==> src/rtl/bbc_pkg.sv <==
// Shared types and constants for the bracket balance checker.
// Used by the front, back, top level and checker; no dependencies.
package bbc_pkg;

    // Default stack depth
    localparam int STACK_DEPTH_DEF = 64;

    // Queue depth between front and back
    localparam int QUEUE_DEPTH = 2;

    // Character codes
    localparam logic [7:0] CH_OPEN_ROUND  = 8'h28;
    localparam logic [7:0] CH_OPEN_SQUARE = 8'h5B;
    localparam logic [7:0] CH_OPEN_CURLY  = 8'h7B;
    localparam logic [7:0] CH_CLOSE_ROUND  = 8'h29;
    localparam logic [7:0] CH_CLOSE_SQUARE = 8'h5D;
    localparam logic [7:0] CH_CLOSE_CURLY  = 8'h7D;
    localparam logic [7:0] CH_NEWLINE      = 8'h0A;

    // Result status codes
    localparam logic [2:0] ST_OK           = 3'd0;
    localparam logic [2:0] ST_CLOSE_ROUND  = 3'd1;
    localparam logic [2:0] ST_CLOSE_SQUARE = 3'd2;
    localparam logic [2:0] ST_CLOSE_CURLY  = 3'd3;
    localparam logic [2:0] ST_OVERFLOW     = 3'd4;

    // Bracket kind as held on the stack
    typedef enum logic [1:0] {
        KIND_NONE,
        KIND_ROUND,
        KIND_SQUARE,
        KIND_CURLY
    } kind_t;

    // Classified operation
    typedef enum logic [1:0] {
        OP_PASS,
        OP_OPEN,
        OP_CLOSE,
        OP_NEWLINE
    } op_t;

    // Queue head as seen by the back
    typedef struct packed {
        logic  valid;
        op_t   op;
        kind_t kind;
    } cmd_t;

endpackage

==> src/rtl/bbc_back.sv <==
// Back of the bracket balance checker: runs the bracket stack and drives
// the result register. Depends on bbc_pkg.
module bbc_back
    import bbc_pkg::*;
#(
    parameter int STACK_DEPTH = STACK_DEPTH_DEF
)
(
    input  logic       clk,
    input  logic       rst_n,
    input  cmd_t       cmd,
    output logic       cmd_pop,
    output logic       out_valid,
    input  logic       out_stall,
    output logic [2:0] status,
    output logic       line_end,
    output logic       unclosed_open,
    output logic [6:0] nesting_depth
);

    localparam int AW = $clog2(STACK_DEPTH);
    localparam int CW = $clog2(STACK_DEPTH + 1);

    // Stack body; top and second entries are cached in flops
    kind_t stack_mem [STACK_DEPTH];

    logic [CW-1:0] count_reg, count_next;
    logic          halted_reg, halted_next;
    kind_t         top_reg;
    kind_t         sec_reg;
    logic          out_valid_reg;
    logic [2:0]    status_reg;
    logic          line_end_reg;
    logic          unclosed_reg;
    logic [6:0]    depth_reg;

    logic          fire;
    logic          do_push;
    logic          do_pop;
    logic [2:0]    st_val;
    logic          le_val;
    logic          unc_val;
    logic [2:0]    close_status;
    logic [AW-1:0] rd_addr;
    logic [AW-1:0] wr_addr;

    // Take one command when the result register can take a result
    assign fire    = cmd.valid && (!out_valid_reg || !out_stall);
    assign cmd_pop = fire;

    // Error status for a closing bracket of each kind
    always_comb
    begin
        case (cmd.kind)
            KIND_ROUND:  close_status = ST_CLOSE_ROUND;
            KIND_SQUARE: close_status = ST_CLOSE_SQUARE;
            KIND_CURLY:  close_status = ST_CLOSE_CURLY;
            default:     close_status = ST_OK;
        endcase
    end

    // Execute the command against the stack
    always_comb
    begin
        st_val      = ST_OK;
        le_val      = 1'b0;
        unc_val     = 1'b0;
        count_next  = count_reg;
        halted_next = halted_reg;
        do_push     = 1'b0;
        do_pop      = 1'b0;
        case (cmd.op)
            OP_NEWLINE:
            begin
                le_val      = 1'b1;
                unc_val     = (count_reg != '0);
                count_next  = '0;
                halted_next = 1'b0;
            end
            OP_OPEN:
            begin
                if (!halted_reg)
                begin
                    if (count_reg >= CW'(STACK_DEPTH))
                    begin
                        st_val      = ST_OVERFLOW;
                        halted_next = 1'b1;
                    end
                    else
                    begin
                        do_push    = 1'b1;
                        count_next = count_reg + 1'b1;
                    end
                end
            end
            OP_CLOSE:
            begin
                if (!halted_reg)
                begin
                    if ((count_reg != '0) && (top_reg == cmd.kind))
                    begin
                        do_pop     = 1'b1;
                        count_next = count_reg - 1'b1;
                    end
                    else
                    begin
                        st_val      = close_status;
                        halted_next = 1'b1;
                    end
                end
            end
            default:
            begin
                st_val = ST_OK;
            end
        endcase
    end

    assign wr_addr = count_reg[AW-1:0];
    assign rd_addr = AW'(count_reg - CW'(3));

    // Hold stack control state and the result valid
    always_ff @(posedge clk or negedge rst_n)
    begin
        if (!rst_n)
        begin
            count_reg     <= '0;
            halted_reg    <= 1'b0;
            out_valid_reg <= 1'b0;
        end
        else
        begin
            if (fire)
            begin
                count_reg  <= count_next;
                halted_reg <= halted_next;
            end
            if (fire)
            begin
                out_valid_reg <= 1'b1;
            end
            else if (!out_stall)
            begin
                out_valid_reg <= 1'b0;
            end
        end
    end

    // Write pushed kinds into the stack body
    always_ff @(posedge clk)
    begin
        if (fire && do_push)
        begin
            stack_mem[wr_addr] <= cmd.kind;
        end
    end

    // Refresh the cached top and second entries
    always_ff @(posedge clk)
    begin
        if (fire && do_push)
        begin
            top_reg <= cmd.kind;
            sec_reg <= top_reg;
        end
        else if (fire && do_pop)
        begin
            top_reg <= sec_reg;
            sec_reg <= stack_mem[rd_addr];
        end
    end

    // Load the result payload
    always_ff @(posedge clk)
    begin
        if (fire)
        begin
            status_reg   <= st_val;
            line_end_reg <= le_val;
            unclosed_reg <= unc_val;
            depth_reg    <= 7'(count_next);
        end
    end

    assign out_valid     = out_valid_reg;
    assign status        = status_reg;
    assign line_end      = line_end_reg;
    assign unclosed_open = unclosed_reg;
    assign nesting_depth = depth_reg;

endmodule

==> config.mk <==
export PLATFORM = sky130hd
export DESIGN_NAME = bbc_back
export DESIGN_NICKNAME = d
export VERILOG_FILES = /design/src/rtl/bbc_pkg.sv /design/src/rtl/bbc_back.sv
export SDC_FILE = /design/constraint.sdc
export NUM_CORES = 1
export LEC_CHECK = 0
export BUFFER_PORTS_ARGS = -buffer_cell sky130_fd_sc_hd__buf_4
export CORE_UTILIZATION = 40
export DETAILED_ROUTE_END_ITERATION = 10
export HOLD_SLACK_MARGIN = 0.06
export SYNTH_ARGS = -nofsm -noshare
export SYNTH_HDL_FRONTEND = slang
export SYNTH_SLANG_ARGS = --single-unit
==> constraint.sdc <==
create_clock -name clk -period 3.95 [get_ports clk]
set_input_delay 0.5925 -clock clk [delete_from_list [all_inputs] [get_ports clk]]
set_output_delay 0.5925 -clock clk [all_outputs]
set_load 0.05 [all_outputs]
== Yosys cells after proc, flatten, opt, wreduce, memory -nomap -nowiden ==
Memory sizes are Yosys's and may differ from the RTL's.
Cells that the tools add are included.

* Input port bits: 8
* Memories kept: 1
* Word-level logic and storage cells: 64
* Bits in writable memories: 128
* Register bits: 25

* Muxes and demuxes: 31
* $add $sub $neg: 3
* Equality and inequality tests: 8
* Magnitude comparators: 1
* Reductions and logical operators: 11

{| class="wikitable"
|+ Memory list
! name !! words !! width !! read ports !! clocked after Yosys merged registers in !! write ports !! line !! RTL
|-
| stack_mem || 64 || 2 || 1 || 0 || 1 || bbc_back.sv:25 || <nowiki>kind_t stack_mem [STACK_DEPTH];</nowiki>
|}

{| class="wikitable"
|+ Operators by type and width
! operator !! count
|-
| $mux W7 || 4
|-
| $pmux W7 S3 || 1
|-
| $mux W1 || 15
|-
| $mux W3 || 4
|-
| $eq A2 B2 Y1 const B || 4
|-
| $mux W2 || 4
|-
| $add A7 B1 Y7 const B || 1
|-
| $ge A7 B7 Y1 const B || 1
|-
| $reduce_bool A7 Y1 || 1
|-
| $sub A7 B1 Y7 const B || 1
|-
| $pmux W2 S3 || 1
|-
| $pmux W3 S2 || 1
|-
| $sub A6 B2 Y6 const B || 1
|-
| $eq A2 B1 Y1 const B || 2
|-
| $logic_and A1 B1 Y1 || 4
|-
| $pmux W1 S3 || 1
|-
| $reduce_bool A3 Y1 || 1
|-
| $eq A2 B2 Y1 || 1
|-
| $logic_not A1 Y1 || 2
|-
| $ne A2 B1 Y1 const B || 1
|-
| $reduce_and A2 Y1 || 1
|-
| $reduce_bool A2 Y1 || 1
|-
| $logic_or A1 B1 Y1 || 1
|}

== Depth between registers and ports, before layout ==
Gate-level depths: netlist of run 1.

* Word-level depth: 8
* Gate-level depth with buffers: 12
* Gate-level depth less buffers: 7

== Least setup slack after synthesis of run 1 ==
No wires, ideal clock.

* Path kind: reg-to-reg
* Start: register out_valid_reg (netlist: out_valid)
* End: memory stack_mem[49][0] in the netlist's numbering (enable)
* Slack: 804 ps
* Stages on the path, launching flop included: 6
* Required time: 3,621 ps
* Arrival time: 2,817 ps
* Period minus slack after synthesis: 3,146 ps
* Buffers on the path: 0
* Path through: dfrtp_1 a21boi_2 nand3_1 or3_4 or2_2 nor3_1

* Longest elaborated chain between the ends: 6

{| class="wikitable"
|+ Ends and longest elaborated chain
! item !! line !! RTL
|-
| start: declaration || bbc_back.sv:31 || <nowiki>logic out_valid_reg;</nowiki>
|-
| start signal: assignment || bbc_back.sv:129 || <nowiki>out_valid_reg <= 1'b0;</nowiki>
|-
| start signal: assignment || bbc_back.sv:140 || <nowiki>out_valid_reg <= 1'b1;</nowiki>
|-
| start signal: assignment || bbc_back.sv:144 || <nowiki>out_valid_reg <= 1'b0;</nowiki>
|-
| $logic_not A1 Y1 || bbc_back.sv:48 || <nowiki>assign fire = cmd.valid && (!out_valid_reg || !out_stall);</nowiki>
|-
| $logic_or A1 B1 Y1 || bbc_back.sv:48 ||
|-
| $logic_and A1 B1 Y1 || bbc_back.sv:48 ||
|-
| named net cmd_pop || bbc_back.sv:12 || <nowiki>output logic cmd_pop,</nowiki>
|-
| $logic_and A1 B1 Y1 || bbc_back.sv:152 || <nowiki>if (fire && do_push)</nowiki>
|-
| $mux W1 || bbc_back.sv:152 ||
|-
| $mux W1 (implied by the code) || bbc_back.sv:154 || <nowiki>stack_mem[wr_addr] <= cmd.kind;</nowiki>
|-
| end: declaration || bbc_back.sv:25 ||
|}

The timed path passes the listed nets, and every way through them passes these cells.

== Worst setup path in the final report of run 1 ==
* Start: register count_reg[1]
* End: register sec_reg[0], data pin

* Longest elaborated chain between the ends: 6
* Elaborated cells between the ends (all ways): 9

{| class="wikitable"
|+ Ends and longest elaborated chain
! item !! line !! RTL
|-
| start: declaration || bbc_back.sv:27 || <nowiki>logic [CW-1:0] count_reg, count_next;</nowiki>
|-
| start signal: assignment || bbc_back.sv:135 || <nowiki>count_reg <= count_next;</nowiki>
|-
| parallel branches: the longest is 5 deep, another holds $sub A6 B2 Y6 || - ||
|-
| $mux W2 * || bbc_back.sv:161 || <nowiki>if (fire && do_push)</nowiki>
|-
| end signal: assignment || bbc_back.sv:164 || <nowiki>sec_reg <= top_reg;</nowiki>
|-
| end signal: assignment || bbc_back.sv:169 || <nowiki>sec_reg <= stack_mem[rd_addr];</nowiki>
|-
| end: declaration || bbc_back.sv:30 || <nowiki>kind_t sec_reg;</nowiki>
|}

Mark *: on every way between the ends. The select of a mux whose other input is x is not followed.
A chain may end at the register's enable or synchronous reset.

==> summary.md, run 1 <==
The run finished with clean final reports. In this run the worst hold path is classified as input port to flop. The part of the power in registers came out at 34.3%. Of the post-synthesis cell area, the dominant cell type holds 60.2%. Sequential cells were found to cover 63.3% of the synthesized design area. The logs give 29.3% for the clock network fraction of design power and 48 for the number of cell rows. Total count of max-transition violations in the final report: 0. In the routed design, unresolved DRC markers number 0. The maximum fanout count along the critical path was 21; the clock latency at the later pin of the worst-skew pair was 430 ps. The die outline height came out at 136 um. Dividing the detail-routed wire length by the instance count gives 21.1 um. The H-tree was split into 4 levels. The power per standard cell area was 683 nW/um^2; the number of inserted filler cells in the final layout was 1536.

Dividing the detail-routed via count by the number of cells gives 5.84. The worst relative slew slack was 39.0%. For this configuration, the core starts out at a cell density of 41.2%. Static timing analysis puts the maximum clock frequency at 0.340 GHz.

The capture instance of the worst register-to-register path is sec_reg[0]. Across all setup checks in the final design, the least slack found is 1010 ps. The worst voltage drop across the vdd grid was 0.000444 V. Counting cells, the worst reg-to-reg path comes to 8. The logs give 25.5 mm for the wire length of the first global-routing pass and 4526 for the number of global-route vias before repair. The hold path startpoint is cmd[4]. The run gives 1040 ps as the setup slack after placement.

A synthesized cell averages 13.8 um^2. Synthesis handed over a netlist of 521 instances. The logs give 18500 um^2 for the total die area and 0 for the antenna diode count. Data on the critical path arrives at its endpoint at 3120 ps. The final setup violation count is 0, and the switching share of power is 34.8%. The logs give 11.4 ps for the clock skew and 10.5 mm for the half-perimeter wire length of the detailed placement result. Of all cell types, the one taking the most synthesized area is sky130_fd_sc_hd__edfxtp_1. Once the clock tree was built, the resizer swapped 0 gates to a different size.

The required time of the critical path is 4130 ps, and the count of nets after finishing is 554. Depth of the worst hold-timing path: 2. For this run, the leading register cell type out of synthesis is sky130_fd_sc_hd__edfxtp_1. In this run, synthesis produced a sequential element count of 153. TritonCTS built the clock tree. Combinational logic is responsible for 36.4% of the overall power. In this run, distinct cell masters in the synthesized netlist total 60.

Aggregate routed wire length: 16.4 mm. The routed design could run at a clock period as short as 2940 ps. Routability-driven placement finished with a final weighted congestion of 0.837. The number of nets in the synthesized netlist is 535.

The critical path start-end classification is flop to flop. The completed layout was analyzed and its total power is 5.57 mW. Setup total negative slack on the finished layout was measured at 0 ps. In the layout the commonest cells are sky130_fd_sc_hd__edfxtp_1 (144), sky130_fd_sc_hd__nor2_1 (77), sky130_fd_sc_hd__nand2_1 (35), sky130_fd_sc_hd__buf_4 (33), sky130_fd_sc_hd__mux4_2 (30). The overflow left after global routing is 0, and the number of warning messages in the yosys log is 0. The final clock period utilization by the worst path works out to 74.5%.

The register with the most flip-flops in the layout has 128 of them. The tools report the initial antenna violation count as 0. The maximum number of pins on one net before global-route repair was 67. The run gives 0 as the number of maximum-capacitance constraint violations. Setup repair after global routing left no endpoint under its margin. For the pin with the worst max-slew slack, the measured transition is 915 ps. Global routing used 19.2% of the available tracks across all layers.

The worst setup path is launched from a flop. The startpoint identified for the worst register-to-register timing path is count_reg[1]. The final route contains 4544 vias.

Number of buffers between clock root and the deepest sink: 2. The run gives 1010 ps as the register-to-register path setup slack. The sort of element at the end of the critical path is a flop. The clock drives 153 sinks. Counting the buffers created by CTS gives 17. The die is 136 um wide. The number of buffers inserted by port buffering was 21. For this run, the detailed router's first-pass iteration total came to 5. The number of endpoints with negative hold slack in the final report is 0.

The mapped netlist covers 7180 um^2. The area inside the core boundary is 17400 um^2, and the fraction of registers with async set/reset is 5.88%. The post-CTS clock slew at the launch and capture registers of the worst setup and hold paths is 70 ps. The internal portion of the total power is 3.63 mW. For hold timing, the worst endpoint is out_valid. Compared with the post-synthesis result, the final layout area differs by 13.5%.

In this run the power spent charging and discharging nets is 1.94 mW. Number of synthesized flops with an enable pin: 144. The DRC violation total after the first TritonRoute iteration is 390. The tree is rooted in a sky130_fd_sc_hd__clkbuf_16.

The detail route stage leaves a number of antenna-violating nets equal to 0. For this design the top-level I/O count stands at 22. Leaving out fill and tap cells, the most frequent cell in the layout is sky130_fd_sc_hd__edfxtp_1. The analysis attributes to cell leakage a power of 2.65 nW. Of the cells placed in the final design, the portion with a size suffix greater than 1 is 19.5%. In the post-synthesis netlist, the biggest area contributors are sky130_fd_sc_hd__edfxtp_1 (60%), sky130_fd_sc_hd__mux4_2 (9.4%), sky130_fd_sc_hd__nor2_1 (4.0%).
-- per-stage QoR --
step	utilization (%)	instances	cell area, um^2	hold slack, ps
3_3_place_gp	43.3	745	7550	432
3_5_place_dp	43.3	745	7550	432
6_report	46.8	778	8150	359
4_1_cts	46.8	778	8150	341
2_1_floorplan	-	521	7180	297
5_1_grt	46.8	778	8150	352
-- synthesized netlist by cell type (all sizes together) (6+ instances only) --
cell type / instances
xnor2: 6
mux2i: 9
mux4: 30
inv: 10
edfxtp: 144
a31oi: 9
a22oi: 6
clkbuf: 12
dfrtp: 9
nand3: 21
nor3: 16
nand2: 36
o21ai: 11
nand3b: 6
nor2: 77
ha: 6
nand4: 8
nor3b: 7
a21oi: 9
buf: 22
-- kinds of logic after synthesis --
kind of cell	count (synthesis)	synth area share, %
simple gates	200	13.4
mux	44	11.4
compound gates	64	6.69
buf+inv	45	2.98
xor+xnor	9	1.10
flops	153	63.3
fa+ha+maj	6	1.04
-- worst max-delay path by stage --
| stage | startpoint | end | slack [ps] |
|---|---|---|---|
| 3_3_place_gp | count_reg[1] | sec_reg[0] | 1110 |
| 4_1_cts | count_reg[1] | sec_reg[0] | 1030 |
| 5_1_grt | count_reg[1] | sec_reg[0] | 880 |
| 2_1_floorplan | out_valid | stack_mem[49][0] | 800 |
| 3_5_place_dp | count_reg[1] | sec_reg[0] | 1040 |
| 6_report | count_reg[1] | sec_reg[0] | 1010 |
-- layout make-up --
class | count | area (um^2) | area share [%]
Sequential cell | 153 | 4550 | 55.8
Multi-Input combinational cell | 323 | 2430 | 29.8
Clock buffer | 17 | 425 | 5.22
Tap cell | 225 | 282 | 3.45
Timing Repair Buffer | 34 | 258 | 3.16
Clock inverter | 15 | 166 | 2.04
Inverter | 11 | 41.3 | 0.507
-- power by group through the flow --
stage          registers [mW]  clock network, mW  logic (mW)
6_report                 1.91               1.63        2.03
5_1_grt                  1.92               1.71        2.19
4_1_cts                  1.91               1.65        2.02
3_5_place_dp             1.94                  0        2.01
3_3_place_gp             1.94                  0        1.98
2_1_floorplan            1.95                  0        1.52
-- layer usage --
metal  GRT usage, %  vias to the layer above  wire length [um]
li1               -                     2048                 -
met1           24.9                     2267              6870
met2           30.5                      189              8000
met3           4.66                       40              1010
met4           8.33                        0               525
met5              0                        -                 0
-- worst max-delay path, cell delays in order, from the launching register on --
cell	delay, ps
sky130_fd_sc_hd__dfrtp_1	370
sky130_fd_sc_hd__buf_4	210
sky130_fd_sc_hd__ha_1	360
sky130_fd_sc_hd__xnor2_2	410
sky130_fd_sc_hd__buf_4	350
sky130_fd_sc_hd__mux4_2	350
sky130_fd_sc_hd__mux2i_1	250
sky130_fd_sc_hd__a22oi_1	110
sky130_fd_sc_hd__a32o_1	250
-- repair_timing --
item                                    4_1_cts  5_1_grt
endpoints found under the hold margin         9        0
buffers inserted                              0        0
hold buffers                                  1        0
endpoints found under the setup margin        0        0
Power figures use the tool's default switching activity.
==> inputs of run 2 (changes only) <==
--- a/config.mk
+++ b/config.mk
@@ -5,6 +5,7 @@
 export SDC_FILE = /design/constraint.sdc
 export NUM_CORES = 1
 export LEC_CHECK = 0
+export ABC_AREA = 1
 export BUFFER_PORTS_ARGS = -buffer_cell sky130_fd_sc_hd__buf_4
 export CORE_UTILIZATION = 40
 export DETAILED_ROUTE_END_ITERATION = 10
==> constraint.sdc (replaced) <==
create_clock -name clk -period 2.35 [get_ports clk]
set_input_delay 0.3525 -clock clk [delete_from_list [all_inputs] [get_ports clk]]
set_output_delay 0.3525 -clock clk [all_outputs]
set_load 0.05 [all_outputs]
==> run 2 against run 1 <==
Effect of this change: critical path depth up 5; synthesized cell count up 48%; combinational power up 4%; die area up 2.8%; clock skew down 0.60 ps; global-route usage up 1.5 points; fmax up 37%; via count up 21%; highest routed layer unchanged.
==> summary.md, run 2 <==
Maximum fanout count along the critical path: 10 (-52%). The count of buffer and inverter cells on the critical path was 3 (+1). The overall global routing resource usage was 20.7% (+1.5 points).

The startpoint identified for the worst register-to-register timing path is count_reg[1]. The worst voltage drop across the vdd grid was 0.000552 V (+24%). Start point of the critical path: count_reg[1].

The clock skew was 10.9 ps (-0.596 ps). The final worst setup slack was 201 ps (-808 ps); the DRC violation total after the first TritonRoute iteration was 554 (+42%). The simple logic cell fraction of the synthesized area was 26.8% (+13 points). The fraction of registers with async set/reset was 5.88% (unchanged). The share of the synthesized area in compound gates (AO/OA/AOI/OAI) came out at 3.45% (-3.2 points). The total count of max-transition violations in the final report is 0 (unchanged), and the mean instance size in the synthesized netlist is 9.58 um^2 (-31%).

The number of post-CTS setup repair buffers is 0 (unchanged), and the static power due to leakage is 3.42 nW (+29%). Traced cell by cell, the critical path runs through buf_4 > ha_1 > nand2_1 > inv_2 > nor2_8 > buf_4 > nand3_1 > nand3_1 > nand3_1 > nand3_1 > nand2_1 > nand2_1 > nand2_1. Number of nets in the synthesized netlist: 785 (+47%). The run gives 0.465 GHz (+37%) as the highest achievable clock rate.

The met3 usage in global routing is 3.69% (-0.97 points), and the maximum number of pins on one net before global-route repair is 71 (+6.0%). The count of H-tree levels built during CTS is 4 (unchanged), and the number of maximum-capacitance constraint violations is 0 (unchanged). The cell depth of the worst flop-to-flop path was 13 (+5); the endpoint arrival time on the critical path was 2340 ps (-780 ps). The routed wirelength normalized by instance count works out to 17.0 um (-19%). The tools report the post-synthesis cell type count as 33 (-45%). TritonCTS built the clock tree. The average vias per placed instance was 5.16 (-12%); the x dimension of the die was 138 um (+1.4%).

The top-level I/O count is 22 (unchanged). Number of global-route vias before repair: 4986 (+10%). For the overflow left after global routing, the log shows 0 (unchanged). Post-CTS clock slew at the launch and capture registers of the worst setup and hold paths: 60 ps (about the same).

The layer with the highest usage was met1. The antenna diode count is 0 (unchanged). The logs give 5477 (+21%) for the via count of the routed design and 2540 ps (-1590 ps) for the required time of the critical path. The number of flip-flops in the largest register is 128 (unchanged).

Final setup violation count: 0 (unchanged). In the layout the commonest cells are sky130_fd_sc_hd__nand2_1 (223), sky130_fd_sc_hd__edfxtp_1 (144), sky130_fd_sc_hd__nor2_1 (101), sky130_fd_sc_hd__nand3_1 (93), sky130_fd_sc_hd__inv_1 (74). Among all flip-flop cells after synthesis, the most frequent one is sky130_fd_sc_hd__edfxtp_1. The tools report the number of routed nets with antenna violations as 0 (unchanged).

For the number of warning messages in the yosys log, the log shows 0 (unchanged). Setup repair after global routing left no endpoint under its margin. The flow ran to the end, and the final reports show no timing, DRC or antenna violations. The library cell used most frequently in the layout, excluding fill and tap cells, is sky130_fd_sc_hd__nand2_1. In this run the clock root is driven by a sky130_fd_sc_hd__clkbuf_16.

The wire length of the first global-routing pass is 28.5 mm (+12%), and the XOR/XNOR share of the synthesized area is 0.457% (-0.64 points). Count of mapped cells out of synthesis: 771 (+48%). The post-synthesis share of cell area spent on full adders, half adders and majority gates came out at 1.02% (-0.029 points).

The slowest cell on the critical path is sky130_fd_sc_hd__dfrtp_1. For the count of nets after finishing, the log shows 834 (+51%). The proportion of netlist area held by the largest area contributor is 58.5% (-1.7 points), and the number of buffers inserted by port buffering is 21 (unchanged). The number of cell rows was 49 (+2.1%); the met2 usage was 30.0% (-0.43 points).

The power per standard cell area is 933 nW/um^2 (+37%). The final routed DRC violation total was 0 (unchanged). The tools report the clock latency at the later pin of the worst-skew pair as 430 ps (about the same).

The slew of the pin with the lowest slew margin was 721 ps (-194 ps). For the post-synthesis sequential area ratio, the log shows 61.6% (-1.7 points). The worst relative slew slack came out at 51.5% (+13 points). Count of cell instances traversed by the critical path: 13 (+5).

The flip-flop and latch count after synthesis was 153 (unchanged); the sink count of the clock tree was 153 (unchanged). The tools report the sort of element at the end of the critical path as a flop. The die outline height is 138 um (+1.4%). The worst hold path belongs to the class input port to flop. Placer congestion estimate: 0.839 (+0.25%).

The tools report the aggregate routed wire length as 18.1 mm (+10%). The critical path in this run is classified as flop to flop. The number of cells upsized or downsized after cts came out at 0 (unchanged). The minimum period implied by the final worst setup slack came out at 2150 ps (-792 ps). Ranked by total cell area, the synthesized netlist is headed by sky130_fd_sc_hd__edfxtp_1 (59%), sky130_fd_sc_hd__nand2_1 (11%), sky130_fd_sc_hd__nand3_1 (6.3%). The total die area is 19000 um^2 (+2.8%). The combinational family with the most area after synthesis was simple AND/OR/NAND/NOR gates. The run gives 41.0% (-0.26 points) as the starting density of the core. The tools report the half-perimeter wire length of the detailed placement result as 11.9 mm (+14%).

The logs give 17 (unchanged) for the number of buffers created by CTS and 0 ps (unchanged) for the final total negative setup slack. The tools report the iteration count of the initial detailed-routing pass as 5 (unchanged). The synthesized design spends more area on one cell type than any other, namely sky130_fd_sc_hd__edfxtp_1. The startpoint type of the worst setup path was a flop. The number of synthesized flops with an enable pin is 144 (unchanged), and the register-to-register path setup slack is 200 ps (-810 ps). Initial antenna violation count: 0 (unchanged). The final core utilization was 47.5% (+0.70 points). Among cell families on the critical path, the largest total delay comes from simple AND/OR/NAND/NOR gates. The share of post-route cells with drive strength above 1 is 13.8% (-5.7 points). The peak per-stage delay on the critical path came out at 420 ps (about the same).

The commonest cells after synthesis are sky130_fd_sc_hd__nand2_1 (223), sky130_fd_sc_hd__edfxtp_1 (144), sky130_fd_sc_hd__nor2_1 (101). The setup slack after placement was 229 ps (-813 ps); the final clock period utilization by the worst path was 91.4% (+17 points). The number of buffers between clock root and the deepest sink came out at 2 (unchanged). In the post-synthesis netlist, the cell with the most instances is sky130_fd_sc_hd__nand2_1.

The portion of netlist area occupied by mux cells was 0% (-11 points); the layout-stage area growth over the synthesis result was 15.9%. In this run the critical register-to-register path is captured at sec_reg[1]. The met1 track utilization from global routing was 30.4% (+5.4 points); the synthesized cell area was 7390 um^2 (+2.8%).

The logs give 18000 um^2 (+3.5%) for the area inside the core boundary and 0 (unchanged) for the number of endpoints with negative hold slack in the final report. The critical path ends at sec_reg[1].
==> run 2: layout make-up <==
class	instances	area [um^2]
Fill cell	1729	9460
Sequential cell	153	4550
Multi-Input combinational cell	504	2340
Timing Repair Buffer	61	485
Clock buffer	19	433
Inverter	83	314
Tap cell	229	287
Clock inverter	12	150
==> run 2: layer usage <==
metal	up-vias	wire [um]	part of all wire, %
met5	-	0	0
met4	0	371	2.1
met3	27	1150	6.4
met2	176	8270	46
met1	2609	8290	46
li1	2665	-	-
==> run 2: kinds of logic after synthesis <==
kind of cell             after synthesis
AO/OA/AOI/OAI                         45
flip-flops                           153
XOR/XNOR                               3
AND/OR/NAND/NOR                      450
adder cells (fa/ha/maj)                6
buffers and inverters                114
==> run 2: worst min-delay path, cell delays in order <==
cell	delay (ps)
sky130_fd_sc_hd__buf_4	70
sky130_fd_sc_hd__nand2_1	50
sky130_fd_sc_hd__nand2_1	60
==> run 2: power breakdown <==
group	switching, mW	total (mW)	internal [mW]	leakage (nW)
logic	1.44	2.12	0.673	1.73
registers	0.0834	3.14	3.06	1.41
clock network	1.07	2.73	1.66	0.283
==> run 2: stage by stage <==
stage | area, um^2 | instances | power, mW | hold slack, ps
3_3_place_gp | 7970 | 1029 | 5.32 | 196
6_report | 8560 | 1061 | 7.99 | 157
5_1_grt | 8560 | 1061 | 8.39 | 156
3_5_place_dp | 7970 | 1029 | 5.31 | 196
2_1_floorplan | 7390 | 771 | 4.69 | 56.9
4_1_cts | 8560 | 1061 | 8.03 | 144
==> run 2: timing repair <==
| item | CTS | global route |
|---|---|---|
| hold endpoints to repair | 9 | 0 |
| endpoints found under the setup margin | 0 | 0 |
| hold buffers | 1 | 0 |
==> run 2: how the worst min path moves through the flow <==
stage          slack, ps  cells past startpoint  startpoint      endpoint
5_1_grt              160                      3   out_stall     out_valid
6_report             160                      3   out_stall     out_valid
2_1_floorplan         60                      0       rst_n  count_reg[0]
3_5_place_dp         200                      1       rst_n     out_valid
3_3_place_gp         200                      1       rst_n     out_valid
4_1_cts              140                      3   out_stall     out_valid
